[src/assert_macros.svh]
// Assertion macros shared by the controller RTL
`ifndef ASSERT_MACROS_SVH
`define ASSERT_MACROS_SVH
`ifndef SYNTHESIS
`define IPID_ASSERT(label, prop, msg) \
    label: assert property (@(posedge clk) disable iff (!rst_n) (prop)) else $error(msg);
`define IPID_NEVER(label, cond, msg) \
    label: assert property (@(posedge clk) disable iff (!rst_n) !(cond)) else $error(msg);
`else
`define IPID_ASSERT(label, prop, msg)
`define IPID_NEVER(label, cond, msg)
`endif
`endif

[src/ipid_pkg.sv]
// Types and constants of the incremental PID controller
`default_nettype none

package ipid_pkg;

    localparam int SAMPLE_WIDTH    = 16;
    localparam int FRAC_BITS       = 8;
    localparam int GAIN_WIDTH      = 16;
    localparam int ERR_WIDTH       = SAMPLE_WIDTH + 1;
    localparam int D1_WIDTH        = ERR_WIDTH + 1;
    localparam int D2_WIDTH        = ERR_WIDTH + 2;
    localparam int PROD_P_WIDTH    = GAIN_WIDTH + D1_WIDTH;
    localparam int PROD_I_WIDTH    = GAIN_WIDTH + ERR_WIDTH;
    localparam int PROD_D_WIDTH    = GAIN_WIDTH + D2_WIDTH;
    localparam int DELTA_WIDTH     = PROD_D_WIDTH + 2;
    localparam int ACC_WIDTH       = SAMPLE_WIDTH + FRAC_BITS;
    localparam int ACC_SUM_WIDTH   = DELTA_WIDTH + 1;
    localparam int ERR_SUM_WIDTH   = ERR_WIDTH + 1;
    localparam int QUEUE_DEPTH     = 8;
    localparam int QUEUE_AW        = $clog2(QUEUE_DEPTH);
    localparam int CREDIT_WIDTH    = QUEUE_AW + 1;
    localparam int CFG_INDEX_WIDTH = 3;

    // error sum limit: trunc(drive_max * 4 / 5) via reciprocal multiply
    localparam int LIMIT_MAG_WIDTH = SAMPLE_WIDTH + 3;
    localparam int RECIP_SHIFT     = SAMPLE_WIDTH + 5;
    localparam int RECIP_WIDTH     = RECIP_SHIFT;
    localparam logic [RECIP_WIDTH-1:0] RECIP_FIFTH =
        RECIP_WIDTH'(((2 ** RECIP_SHIFT) + 4) / 5);

    localparam int GAIN_P_RESET    = 256;
    localparam int GAIN_I_RESET    = 0;
    localparam int GAIN_D_RESET    = 0;
    localparam int DRIVE_MIN_RESET = -(2 ** (SAMPLE_WIDTH - 1));
    localparam int DRIVE_MAX_RESET = (2 ** (SAMPLE_WIDTH - 1)) - 1;
    localparam int LIMIT_RESET     = (DRIVE_MAX_RESET * 4) / 5;

    typedef enum logic [CFG_INDEX_WIDTH-1:0] {
        REG_GAIN_P    = 3'd0,
        REG_GAIN_I    = 3'd1,
        REG_GAIN_D    = 3'd2,
        REG_DRIVE_MIN = 3'd3,
        REG_DRIVE_MAX = 3'd4
    } cfg_index_t;

    typedef enum logic {
        OP_COMPUTE = 1'b0,
        OP_CLEAR   = 1'b1
    } op_t;

    typedef struct packed {
        op_t                            op;
        logic signed [SAMPLE_WIDTH-1:0] target;
        logic signed [SAMPLE_WIDTH-1:0] measured;
    } cmd_t;

    typedef struct packed {
        logic signed [SAMPLE_WIDTH-1:0] drive;
        logic signed [SAMPLE_WIDTH-1:0] error_sum;
        logic                           clamped;
    } res_t;

    typedef struct packed {
        logic signed [GAIN_WIDTH-1:0] gain_p;
        logic signed [GAIN_WIDTH-1:0] gain_i;
        logic signed [GAIN_WIDTH-1:0] gain_d;
    } gains_t;

    typedef struct packed {
        logic signed [SAMPLE_WIDTH-1:0] drive_min;
        logic signed [SAMPLE_WIDTH-1:0] drive_max;
        logic signed [SAMPLE_WIDTH-1:0] err_limit;
    } limits_t;

    typedef struct packed {
        op_t                           op;
        logic signed [ERR_WIDTH-1:0]   err;
        logic signed [DELTA_WIDTH-1:0] delta;
    } work_t;

endpackage

`default_nettype wire

[src/ipid_front.sv]
// Front end: accepts transactions, tracks error history and forms the increment
`default_nettype none
`include "assert_macros.svh"

module ipid_front
    import ipid_pkg::*;
(
    input  logic   clk,
    input  logic   rst_n,
    input  logic   cmd_valid,
    output logic   cmd_ready,
    input  cmd_t   cmd,
    input  gains_t gains,
    output logic   push,
    output work_t  push_data,
    input  logic   pop
);

    logic                          accept;
    logic signed [ERR_WIDTH-1:0]   err_w;
    logic signed [D1_WIDTH-1:0]    d1_w;
    logic signed [D2_WIDTH-1:0]    d2_w;

    logic [CREDIT_WIDTH-1:0]       credit_reg, credit_next;
    logic signed [ERR_WIDTH-1:0]   e1_reg, e1_next;
    logic signed [ERR_WIDTH-1:0]   e2_reg, e2_next;

    logic                          s1_valid_reg;
    op_t                           s1_op_reg;
    logic signed [ERR_WIDTH-1:0]   s1_err_reg;
    logic signed [D1_WIDTH-1:0]    s1_d1_reg;
    logic signed [D2_WIDTH-1:0]    s1_d2_reg;

    logic signed [PROD_P_WIDTH-1:0] prod_p;
    logic signed [PROD_I_WIDTH-1:0] prod_i;
    logic signed [PROD_D_WIDTH-1:0] prod_d;

    logic                           s2_valid_reg;
    op_t                            s2_op_reg;
    logic signed [ERR_WIDTH-1:0]    s2_err_reg;
    logic signed [PROD_P_WIDTH-1:0] s2_p_reg;
    logic signed [PROD_I_WIDTH-1:0] s2_i_reg;
    logic signed [PROD_D_WIDTH-1:0] s2_d_reg;

    logic signed [DELTA_WIDTH-1:0]  delta_next;
    logic                           s3_valid_reg;
    work_t                          s3_reg;

    assign accept    = cmd_valid && cmd_ready;
    assign cmd_ready = (credit_reg < CREDIT_WIDTH'(QUEUE_DEPTH));

    assign err_w = ERR_WIDTH'(cmd.target) - ERR_WIDTH'(cmd.measured);
    assign d1_w  = D1_WIDTH'(err_w) - D1_WIDTH'(e1_reg);
    assign d2_w  = D2_WIDTH'(err_w) - (D2_WIDTH'(e1_reg) <<< 1) + D2_WIDTH'(e2_reg);

    always_comb
    begin
        credit_next = credit_reg;
        if (accept && !pop)
        begin
            credit_next = credit_reg + 1'b1;
        end
        else if (!accept && pop)
        begin
            credit_next = credit_reg - 1'b1;
        end

        e1_next = e1_reg;
        e2_next = e2_reg;
        if (accept)
        begin
            if (cmd.op == OP_CLEAR)
            begin
                e1_next = '0;
                e2_next = '0;
            end
            else
            begin
                e1_next = err_w;
                e2_next = e1_reg;
            end
        end
    end

    assign prod_p = gains.gain_p * s1_d1_reg;
    assign prod_i = gains.gain_i * s1_err_reg;
    assign prod_d = gains.gain_d * s1_d2_reg;

    assign delta_next = DELTA_WIDTH'(s2_p_reg) + DELTA_WIDTH'(s2_i_reg)
                      + DELTA_WIDTH'(s2_d_reg);

    always_ff @(posedge clk or negedge rst_n)
    begin
        if (!rst_n)
        begin
            credit_reg   <= '0;
            e1_reg       <= '0;
            e2_reg       <= '0;
            s1_valid_reg <= 1'b0;
            s2_valid_reg <= 1'b0;
            s3_valid_reg <= 1'b0;
        end
        else
        begin
            credit_reg   <= credit_next;
            e1_reg       <= e1_next;
            e2_reg       <= e2_next;
            s1_valid_reg <= accept;
            s2_valid_reg <= s1_valid_reg;
            s3_valid_reg <= s2_valid_reg;
        end
    end

    always_ff @(posedge clk)
    begin
        s1_op_reg   <= cmd.op;
        s1_err_reg  <= err_w;
        s1_d1_reg   <= d1_w;
        s1_d2_reg   <= d2_w;

        s2_op_reg   <= s1_op_reg;
        s2_err_reg  <= s1_err_reg;
        s2_p_reg    <= prod_p;
        s2_i_reg    <= prod_i;
        s2_d_reg    <= prod_d;

        s3_reg.op    <= s2_op_reg;
        s3_reg.err   <= s2_err_reg;
        s3_reg.delta <= delta_next;
    end

    assign push      = s3_valid_reg;
    assign push_data = s3_reg;

    `IPID_NEVER(a_credit_overrun, credit_reg > CREDIT_WIDTH'(QUEUE_DEPTH), "credit count overrun")

endmodule

`default_nettype wire

[src/ipid_queue.sv]
// Queue between the front end and the back end
`default_nettype none
`include "assert_macros.svh"

module ipid_queue
    import ipid_pkg::*;
(
    input  logic  clk,
    input  logic  rst_n,
    input  logic  push,
    input  work_t push_data,
    input  logic  pop,
    output logic  pop_valid,
    output work_t pop_data
);

    work_t                   entry_reg [QUEUE_DEPTH];
    logic [QUEUE_AW-1:0]     wr_ptr_reg, wr_ptr_next;
    logic [QUEUE_AW-1:0]     rd_ptr_reg, rd_ptr_next;
    logic [CREDIT_WIDTH-1:0] count_reg, count_next;

    assign pop_valid = (count_reg != '0);
    assign pop_data  = entry_reg[rd_ptr_reg];

    always_comb
    begin
        wr_ptr_next = push ? wr_ptr_reg + 1'b1 : wr_ptr_reg;
        rd_ptr_next = pop ? rd_ptr_reg + 1'b1 : rd_ptr_reg;
        count_next  = count_reg;
        if (push && !pop)
        begin
            count_next = count_reg + 1'b1;
        end
        else if (!push && pop)
        begin
            count_next = count_reg - 1'b1;
        end
    end

    always_ff @(posedge clk or negedge rst_n)
    begin
        if (!rst_n)
        begin
            wr_ptr_reg <= '0;
            rd_ptr_reg <= '0;
            count_reg  <= '0;
        end
        else
        begin
            wr_ptr_reg <= wr_ptr_next;
            rd_ptr_reg <= rd_ptr_next;
            count_reg  <= count_next;
        end
    end

    always_ff @(posedge clk)
    begin
        if (push)
        begin
            entry_reg[wr_ptr_reg] <= push_data;
        end
    end

    `IPID_NEVER(a_queue_overflow, push && !pop && count_reg == CREDIT_WIDTH'(QUEUE_DEPTH), "queue overflow")
    `IPID_NEVER(a_queue_underflow, pop && count_reg == '0, "queue underflow")

endmodule

`default_nettype wire

[src/ipid_back.sv]
// Back end: accumulates the increment, clamps and drives the result register
`default_nettype none
`include "assert_macros.svh"

module ipid_back
    import ipid_pkg::*;
(
    input  logic    clk,
    input  logic    rst_n,
    input  logic    q_valid,
    input  work_t   q_data,
    output logic    pop,
    input  limits_t limits,
    output logic    res_valid,
    input  logic    res_ready,
    output res_t    res
);

    logic signed [ACC_WIDTH-1:0]       accum_reg, accum_next;
    logic signed [SAMPLE_WIDTH-1:0]    sum_reg, sum_next;
    logic                              res_valid_reg, res_valid_next;
    res_t                              res_reg, res_next;

    logic signed [ACC_SUM_WIDTH-1:0]   acc_raw;
    logic signed [ACC_WIDTH-1:0]       hi_w, lo_w;
    logic signed [ACC_WIDTH-1:0]       acc_clamped;
    logic                              hit;
    logic signed [ERR_SUM_WIDTH-1:0]   sum_raw, lim_pos, lim_neg;
    logic signed [SAMPLE_WIDTH-1:0]    sum_clamped;

    assign pop = q_valid && (!res_valid_reg || res_ready);

    assign hi_w    = ACC_WIDTH'(limits.drive_max) <<< FRAC_BITS;
    assign lo_w    = ACC_WIDTH'(limits.drive_min) <<< FRAC_BITS;
    assign acc_raw = ACC_SUM_WIDTH'(accum_reg) + ACC_SUM_WIDTH'(q_data.delta);

    assign sum_raw = ERR_SUM_WIDTH'(sum_reg) + ERR_SUM_WIDTH'(q_data.err);
    assign lim_pos = ERR_SUM_WIDTH'(limits.err_limit);
    assign lim_neg = -lim_pos;

    always_comb
    begin
        hit         = 1'b0;
        acc_clamped = acc_raw[ACC_WIDTH-1:0];
        if (acc_raw > ACC_SUM_WIDTH'(hi_w))
        begin
            acc_clamped = hi_w;
            hit         = 1'b1;
        end
        else if (acc_raw < ACC_SUM_WIDTH'(lo_w))
        begin
            acc_clamped = lo_w;
            hit         = 1'b1;
        end

        sum_clamped = sum_raw[SAMPLE_WIDTH-1:0];
        if (sum_raw > lim_pos)
        begin
            sum_clamped = lim_pos[SAMPLE_WIDTH-1:0];
        end
        else if (sum_raw < lim_neg)
        begin
            sum_clamped = lim_neg[SAMPLE_WIDTH-1:0];
        end

        accum_next     = accum_reg;
        sum_next       = sum_reg;
        res_next       = res_reg;
        res_valid_next = res_valid_reg && !res_ready;

        if (pop)
        begin
            res_valid_next = 1'b1;
            if (q_data.op == OP_CLEAR)
            begin
                accum_next = '0;
                sum_next   = '0;
                res_next   = '0;
            end
            else
            begin
                accum_next         = acc_clamped;
                sum_next           = sum_clamped;
                res_next.drive     = acc_clamped[ACC_WIDTH-1 -: SAMPLE_WIDTH];
                res_next.error_sum = sum_clamped;
                res_next.clamped   = hit;
            end
        end
    end

    always_ff @(posedge clk or negedge rst_n)
    begin
        if (!rst_n)
        begin
            accum_reg     <= '0;
            sum_reg       <= '0;
            res_valid_reg <= 1'b0;
        end
        else
        begin
            accum_reg     <= accum_next;
            sum_reg       <= sum_next;
            res_valid_reg <= res_valid_next;
        end
    end

    always_ff @(posedge clk)
    begin
        res_reg <= res_next;
    end

    assign res_valid = res_valid_reg;
    assign res       = res_reg;

    `IPID_ASSERT(a_clear_zeroes, pop && q_data.op == OP_CLEAR |=> accum_reg == '0 && sum_reg == '0, "clear left state")
    `IPID_ASSERT(a_pop_loads, pop |=> res_valid_reg, "popped transaction not presented")

endmodule

`default_nettype wire

[src/incremental_pid_controller.sv]
// Top level of the incremental PID controller
//
//  channel   direction  handshake              payload
//  cmd       in         cmd_valid / cmd_ready  cmd_t  (op, target, measured)
//  res       out        res_valid / res_ready  res_t  (drive, error_sum, clamped)
//  cfg       in         cfg_valid / cfg_ready  cfg_index, cfg_data
//
//  One transaction per cycle sustained while cmd_ready stays high and res_ready does not stall results.
//  Each passes three front stages (difference, gain multiply, increment sum), the queue
//  and the result register; the back end closes the accumulator loop each cycle.
//  cmd_ready drops only when eight transactions are outstanding in front and queue.
//  Reset clears history, accumulator, error sum and all valid state; no clearing pass.
`default_nettype none

module incremental_pid_controller
    import ipid_pkg::*;
(
    input  logic                       clk,
    input  logic                       rst_n,
    input  logic                       cmd_valid,
    output logic                       cmd_ready,
    input  cmd_t                       cmd,
    output logic                       res_valid,
    input  logic                       res_ready,
    output res_t                       res,
    input  logic                       cfg_valid,
    output logic                       cfg_ready,
    input  logic [CFG_INDEX_WIDTH-1:0] cfg_index,
    input  logic [SAMPLE_WIDTH-1:0]    cfg_data
);

    gains_t                        gains_reg, gains_next;
    limits_t                       limits_reg, limits_next;
    logic                          cfg_write;

    logic [SAMPLE_WIDTH:0]                       max_mag;
    logic [LIMIT_MAG_WIDTH-1:0]                  max_mag4;
    logic [LIMIT_MAG_WIDTH+RECIP_WIDTH-1:0]      fifth_prod;
    logic [SAMPLE_WIDTH-1:0]                     fifth_mag;
    logic [SAMPLE_WIDTH-1:0]                     limit_w;

    logic  push;
    work_t push_data;
    logic  q_valid;
    work_t q_data;
    logic  pop;

    assign cfg_ready = 1'b1;
    assign cfg_write = cfg_valid && cfg_ready;

    assign max_mag    = cfg_data[SAMPLE_WIDTH-1]
                      ? ((SAMPLE_WIDTH+1)'(0) - {1'b1, cfg_data})
                      : {1'b0, cfg_data};
    assign max_mag4   = {max_mag, 2'b00};
    assign fifth_prod = max_mag4 * RECIP_FIFTH;
    assign fifth_mag  = fifth_prod[RECIP_SHIFT +: SAMPLE_WIDTH];
    assign limit_w    = cfg_data[SAMPLE_WIDTH-1] ? (SAMPLE_WIDTH'(0) - fifth_mag) : fifth_mag;

    always_comb
    begin
        gains_next  = gains_reg;
        limits_next = limits_reg;
        if (cfg_write)
        begin
            unique case (cfg_index_t'(cfg_index))
                REG_GAIN_P:    gains_next.gain_p = cfg_data;
                REG_GAIN_I:    gains_next.gain_i = cfg_data;
                REG_GAIN_D:    gains_next.gain_d = cfg_data;
                REG_DRIVE_MIN: limits_next.drive_min = cfg_data;
                REG_DRIVE_MAX:
                begin
                    limits_next.drive_max = cfg_data;
                    limits_next.err_limit = limit_w;
                end
                default:
                begin
                    gains_next  = gains_reg;
                    limits_next = limits_reg;
                end
            endcase
        end
    end

    always_ff @(posedge clk or negedge rst_n)
    begin
        if (!rst_n)
        begin
            gains_reg.gain_p      <= GAIN_WIDTH'(GAIN_P_RESET);
            gains_reg.gain_i      <= GAIN_WIDTH'(GAIN_I_RESET);
            gains_reg.gain_d      <= GAIN_WIDTH'(GAIN_D_RESET);
            limits_reg.drive_min  <= SAMPLE_WIDTH'(DRIVE_MIN_RESET);
            limits_reg.drive_max  <= SAMPLE_WIDTH'(DRIVE_MAX_RESET);
            limits_reg.err_limit  <= SAMPLE_WIDTH'(LIMIT_RESET);
        end
        else
        begin
            gains_reg  <= gains_next;
            limits_reg <= limits_next;
        end
    end

    ipid_front u_front (
        .clk       (clk),
        .rst_n     (rst_n),
        .cmd_valid (cmd_valid),
        .cmd_ready (cmd_ready),
        .cmd       (cmd),
        .gains     (gains_reg),
        .push      (push),
        .push_data (push_data),
        .pop       (pop)
    );

    ipid_queue u_queue (
        .clk       (clk),
        .rst_n     (rst_n),
        .push      (push),
        .push_data (push_data),
        .pop       (pop),
        .pop_valid (q_valid),
        .pop_data  (q_data)
    );

    ipid_back u_back (
        .clk       (clk),
        .rst_n     (rst_n),
        .q_valid   (q_valid),
        .q_data    (q_data),
        .pop       (pop),
        .limits    (limits_reg),
        .res_valid (res_valid),
        .res_ready (res_ready),
        .res       (res)
    );

endmodule

`default_nettype wire

[config.mk]
export PLATFORM = sky130hd
export DESIGN_NAME = incremental_pid_controller
export DESIGN_NICKNAME = d
export VERILOG_FILES = /design/src/ipid_pkg.sv /design/src/ipid_front.sv /design/src/ipid_queue.sv /design/src/ipid_back.sv /design/src/incremental_pid_controller.sv
export VERILOG_INCLUDE_DIRS = /design/src /design/src/src
export SDC_FILE = /design/constraint.sdc
export NUM_CORES = 2
export LEC_CHECK = 0
export ABC_CLOCK_PERIOD_IN_PS = 9730
export BUFFER_PORTS_ARGS = -buffer_cell sky130_fd_sc_hd__buf_2
export CORE_UTILIZATION = 51
export DETAILED_ROUTE_END_ITERATION = 7
export MAX_ROUTING_LAYER = met4
export PLACE_DENSITY = 0.64
export SETUP_SLACK_MARGIN = 0.15
export SLEW_MARGIN = 5
export SYNTH_ARGS = -nofsm -noshare
export SYNTH_HDL_FRONTEND = slang
export SYNTH_SLANG_ARGS = --single-unit
[constraint.sdc]
create_clock -name clk -period 9.73 [get_ports clk]
set_input_delay 1.946 -clock clk [delete_from_list [all_inputs] [get_ports clk]]
set_output_delay 1.946 -clock clk [all_outputs]
set_load 0.02 [all_outputs]
# Word level (Yosys, flattened, before mapping)
# Memories as Yosys holds them, arrays and structs flattened.
# Index checks and enable logic that the tools add are counted.
# word_totals
reg_bits,451
mem_bits_rw,440
wordCells,105
n_memories,1
# classes
n_addsub,17
mul,4
order_cmp,5
eq_ne,4
n_mux,19
reduce_logical,22
# mem_list
memory,words,width,read_ports,rd_clocked_by_memory_dff,write_ports,line_no,rtl
u_queue.entry_reg,8,55,1,0,1,ipid_queue.sv:17,work_t entry_reg [QUEUE_DEPTH];
# ops
op,count
two-way mux 24 bit,3
two-way mux 16 bit,4
two-way mux 17 bit,3
adder 24 x 37 -> 38 bit,1
greater-than comparator 38 x 24 -> 1 bit,1
< comparator 38 x 24 -> 1 bit,1
adder 35 x 35 -> 36 bit,1
adder 34 x 33 -> 35 bit,1
multiplier 16 x 19 -> 35 bit,1
multiplier 17 x 19 -> 35 bit (second input constant),1
multiplier 16 x 18 -> 34 bit,1
multiplier 16 x 17 -> 33 bit,1
adder 19 x 17 -> 19 bit,1
subtractor 17 x 18 -> 19 bit,1
adder 16 x 17 -> 18 bit,1
greater-than comparator 18 x 16 -> 1 bit,1
< comparator 18 bit,1
negation 16 -> 18 bit,1
subtractor 17 x 17 -> 18 bit,1
subtractor 1 x 17 -> 17 bit (first input constant),1
subtractor 16 x 16 -> 17 bit,1
two-way mux 4 bit,4
subtractor 1 x 16 -> 16 bit (first input constant),1
AND reduction 2 bit,5
14 further kinds,33

# Longest topological paths before layout
# logic_depth
word_depth,6
depth_mapped,31
mapped_depth_nobuf,31

# Cells and area by module
# Synthesis repeated with hierarchy kept, for this count alone.
# hier_totals
cells_unflattened,7184
area_unflattened_um2,78661.7
# modules_own_cells
module,n_inst,cells_per_inst,area_per_inst_um2,seq_area_each_um2
ipid_front,1,4529,43349.1,5610.4
ipid_queue,1,694,17096.4,13462.9
incremental_pid_controller,1,903,9208.8,2433.6
ipid_back,1,1058,9007.4,2016.9

# Least setup slack after synthesis
# Ideal clock, no wire load.
# synth_timing
path_type,input to register
startpoint,input port cfg_data[4]
endpoint,register limits_reg[15] (netlist name)
setup_time_ps,124
t_arrival_ps,9042
required_ps,9606
slack_ps,564
stages,26
path_cell_list,clkbuf_1 > or4_1 > or3_1 > o41ai_1 > xnor2_1 > ha_1 > ha_1 > or2_2 > fa_1 > inv_1 > fa_1 > fa_1 > inv_1 > fa_1 > ha_1 > buf_2 > a21o_1 > a21o_1 > nor3_1 > a21oi_1 > xnor2_1 > o2111ai_4 > nor4_2 > a31oi_1 > xnor2_1 > o21ai_1
# synth_between
elab_chain_len,5
# synth_lines
item,line_no,rtl
from (decl),incremental_pid_controller.sv:29,input logic [SAMPLE_WIDTH-1:0] cfg_data
subtractor 1 x 17 -> 17 bit,incremental_pid_controller.sv:52,"? ((SAMPLE_WIDTH+1)'(0) - {1'b1, cfg_data})"
two-way mux 17 bit (*),incremental_pid_controller.sv:52,
multiplier 17 x 19 -> 35 bit (*),incremental_pid_controller.sv:55,assign fifth_prod = max_mag4 * RECIP_FIFTH;
subtractor 1 x 16 -> 16 bit,incremental_pid_controller.sv:57,assign limit_w = cfg_data[SAMPLE_WIDTH-1] ? (SAMPLE_WIDTH'(0) - fifth_mag) : fifth_mag;
two-way mux 16 bit (*),incremental_pid_controller.sv:57,
to (signal assigned),incremental_pid_controller.sv:98,limits_reg <= limits_next;
to (decl),incremental_pid_controller.sv:33,"limits_t limits_reg, limits_next;"
# Every way passes the cells marked *; elsewhere a longest branch is shown, timed or not.
# A chain may end at the register's enable or synchronous reset.

# Worst setup path after layout
# layout_timing
startpoint,input port cfg_data[10]
endpoint,register limits_reg[15] (netlist name)
# The elaborated chain is that of the path after synthesis.

==> out/results.tsv <==
metric	value	unit
layout-drive-gt1-share	9.67	%
cts_hold_repair.buffers	0	
grt_use_total	26.7	%
post-place-cells	8958	
cpLargestDelayFamily	adder cells	
synthSimpleGateAreaFrac	10.3	%
yosysSeqAreaShare	30.3	%
cp.depth	28	
grt_antenna_before_repair	22	
timing.final.setup_violations	0	
tritoncts.num_buffers	95	
via_count	49787	
period_minus_slack	9030	ps
max_cap_viol_count	0	
fp.dieArea	152000	um^2
synth_xor_xnor_area_share	3.47	%
largest_reg_flops	432	
rr_worst_depth	27	
pin_count_of_the_biggest_net_entering_global_routing	130	
synth-edff-count	465	
wl	189000	um
complex_gate_fraction_of_the_synthesized_area	6.97	%
final_min_period_over_clock_period	92.8	%
num-fill-cells	12789	
core_area	149000	um^2
source_to_sink_clock_delay_at_the_later_pin_of_the_worst_skew_pair	720	ps
cts_tree	built	
grt_pass1_vias	52512	
min_path_type	reg2reg	
mean_syn_cell_area	11.0	um^2
timing_worst_slew_pin_value	1090	ps
port_buffers	91	
clk_root_buffer_cell	clkbuf_16	
ys.flop_type	edfxtp_1	
syn-instance-count	6988	
via_per_inst	5.44	
critical_path.max_stage_delay	550	ps
crit_slowest_cell	fa_1	
syn-cell-area	76800	um^2
cts-root-to-sink-buffers	3	
num_io_pins	93	
fin_util	56.0	%
wl_per_cell	20.7	um
cp_max_fo	7	
synthesis_warning_total	0	
timing.final.max_slew_violations	0	
floorplan.initialDensity	51.7	%
layout_net_count	8748	
finish.cell_count_without_fillers	9146	
achievable-frequency	111	MHz
cp.required	10310	ps
synth_async_sr_flop_share	21.3	%
fp.dieW	390	um
synth.mux.area_fraction	5.14	%
final.setup_skew	39.0	ps
placement.cell_area	79800	um^2
htree_num_levels	3	
number_of_routed_nets_with_antenna_violations	0	
hold_violations	0	
worstPathBufferInverterCount	6	
number_of_violations_reported_at_the_end_of_detailed_routing_iteration_0	3043	
critPathKind	in2reg	
max_slew_margin	27.3	%
syn_to_final_growth	8.33	%
grt_pass1_wl	302000	um
clock-sinks	882	
sum_of_net_half_perimeters_after_detailed_placement	148000	um
worst_setup_path_start_kind	input pin	
worst-endpoint-arrival	9610	ps
cts_setup_buffers	0	
gp_congestion	0.914	
stdcell_area	83200	um^2
run_status	complete, no violations	
clk_transition_reported_paths	60	ps
dr.pass1.iters	5	
ys_seq_elements	882	
netlist-cell-type-count	102	
grt_overflow_total	0	
post-route-drc-count	0	
synth_top_family_by_area	adder cells	
synth_adder_area_share	36.6	%
unrepaired_setup_endpoints_after_global_routing	no	
die_h	390	um
timing.critical_path.to_type	flop	
placement_rows	141	
min_path_cells	0	
==> worst paths after layout <==
kind,to,startpoint,slack [ps]
worst max-delay path,limits_reg[15]$_DFFE_PN0P_,cfg_data[10],700
worst min-delay path,u_front.push_data[38]$_DFF_P_,u_front.s2_err_reg[1]$_DFF_P_,320
worst max register to register,u_back.res[31]$_SDFFCE_PP0P_,u_queue.rd_ptr_reg[0]$_DFFE_PN0P_,1130
worst min register to register,u_front.push_data[38]$_DFF_P_,u_front.s2_err_reg[1]$_DFF_P_,320
max in group asynchronous,gains_reg[23]$_DFFE_PN0P_,rst_n,7260
min in group asynchronous,u_queue.wr_ptr_reg[2]$_DFFE_PN0P_,rst_n,1190
==> Yosys cell counts, drive strengths merged (6+ instances only) <==
cell    count  area share (%)
o41ai      11            0.15
inv      1231             6.0
a211oi     30            0.31
dfxtp     229             6.0
mux2i       7           0.091
edfxtp    465              18
o21ai     205             1.3
and2      342             2.8
a22o        6           0.068
or2        19            0.15
o31ai      53            0.54
fa       1015              26
nor3       68            0.45
a21boi     11            0.12
nand4      26            0.21
nand3      51            0.34
nor4       14            0.13
xor2       70            0.80
o21a       50            0.49
buf        30            0.19
a21oi     219             1.4
o211ai     19            0.19
dfrtp     163             5.3
and3       17            0.14
ha        623              10
clkbuf    201            0.98
nor2b      37            0.30
xnor2     234             2.7
o31a        9            0.11
a31oi      22            0.18
o21bai     32            0.31
a211o       7           0.082
mux4      108             3.2
or3        21            0.18
or4         6           0.059
nor2      221             1.1
mux2      128             1.9
dfstp      25            0.86
nand2     707             3.5
nand2b     81            0.67
a21o       94            0.92
==> cell usage in the layout, fill, tap and decap left out, types with 17 or more instances in the layout <==
cell,n
inv_1,1230
fa_1,1015
nand2_1,707
ha_1,623
edfxtp_1,465
and2_1,342
xnor2_1,234
dfxtp_1,229
a21oi_1,217
nor2_1,215
o21ai_0,188
dfrtp_1,160
mux2_2,128
mux4_2,108
buf_4,104
clkbuf_16,97
a21o_1,94
buf_2,90
nand2b_1,80
xor2_1,70
nor3_1,64
o31ai_1,51
nand3_1,50
o21a_1,49
nor2b_1,37
o21bai_1,32
a211oi_1,27
nand4_1,26
dfstp_2,25
a31oi_1,21
or3_1,20
o211ai_1,19
or2_2,17
and3_1,17
==> through the flow <==
stage          setup TNS [ps]  worst slack (ps)  hold WS (ps)
2_1_floorplan               0               564           310
3_3_place_gp            -2870              -464           313
3_5_place_dp            -3490              -520           312
4_1_cts                     0               237           325
5_1_grt                     0               184           332
6_report                    0               700           325
==> cell families (layout without fill, tap and decap cells) <==
group	Yosys count	in the layout
mux	243	243
fa+ha+maj	1638	1638
other cells	2	12
flops	882	882
compound gates	820	820
xor+xnor	304	304
simple gates	1636	1636
buf+inv	1463	1609
==> worst reg2reg max path, delay by kind of cell, from the launching register on <==
family	cells	cell delay, ps
adders and majority gates	2	710
xor gates and xnor gates	1	180
AOI/OAI and AO/OA	6	1370
buffers and inverters	2	760
muxes	3	1320
DFF	1	770
and+or+nand+nor	13	3230
==> metal layers <==
layer,wire length [um],vias to the layer above,GRT usage (%)
met3,9800,278,3.42
met5,0,-,-
li1,-,22792,-
met2,92000,1212,43.2
met1,80800,25505,34.9
met4,6930,0,8.88
==> layout make-up <==
class / instances / area (um^2) / area share, %
multi-input combinational: 4645 / 48100 / 57.8
sequential: 882 / 23300 / 28.0
inverter: 1232 / 4620 / 5.56
clock buffer: 124 / 2640 / 3.17
tap: 2002 / 2500 / 3.01
timing repair buffer: 197 / 1290 / 1.55
clock inverter: 56 / 712 / 0.856
antenna: 8 / 20.0 / 0.0241
==> timing repair <==
action,CTS,global route
resized for setup,0,1
setup endpoints to repair,0,7
hold endpoints to repair,0,0
Power is left out: the tool's default activity adds up to more than one toggle a clock period on the data nets, which glitch-free logic cannot reach.
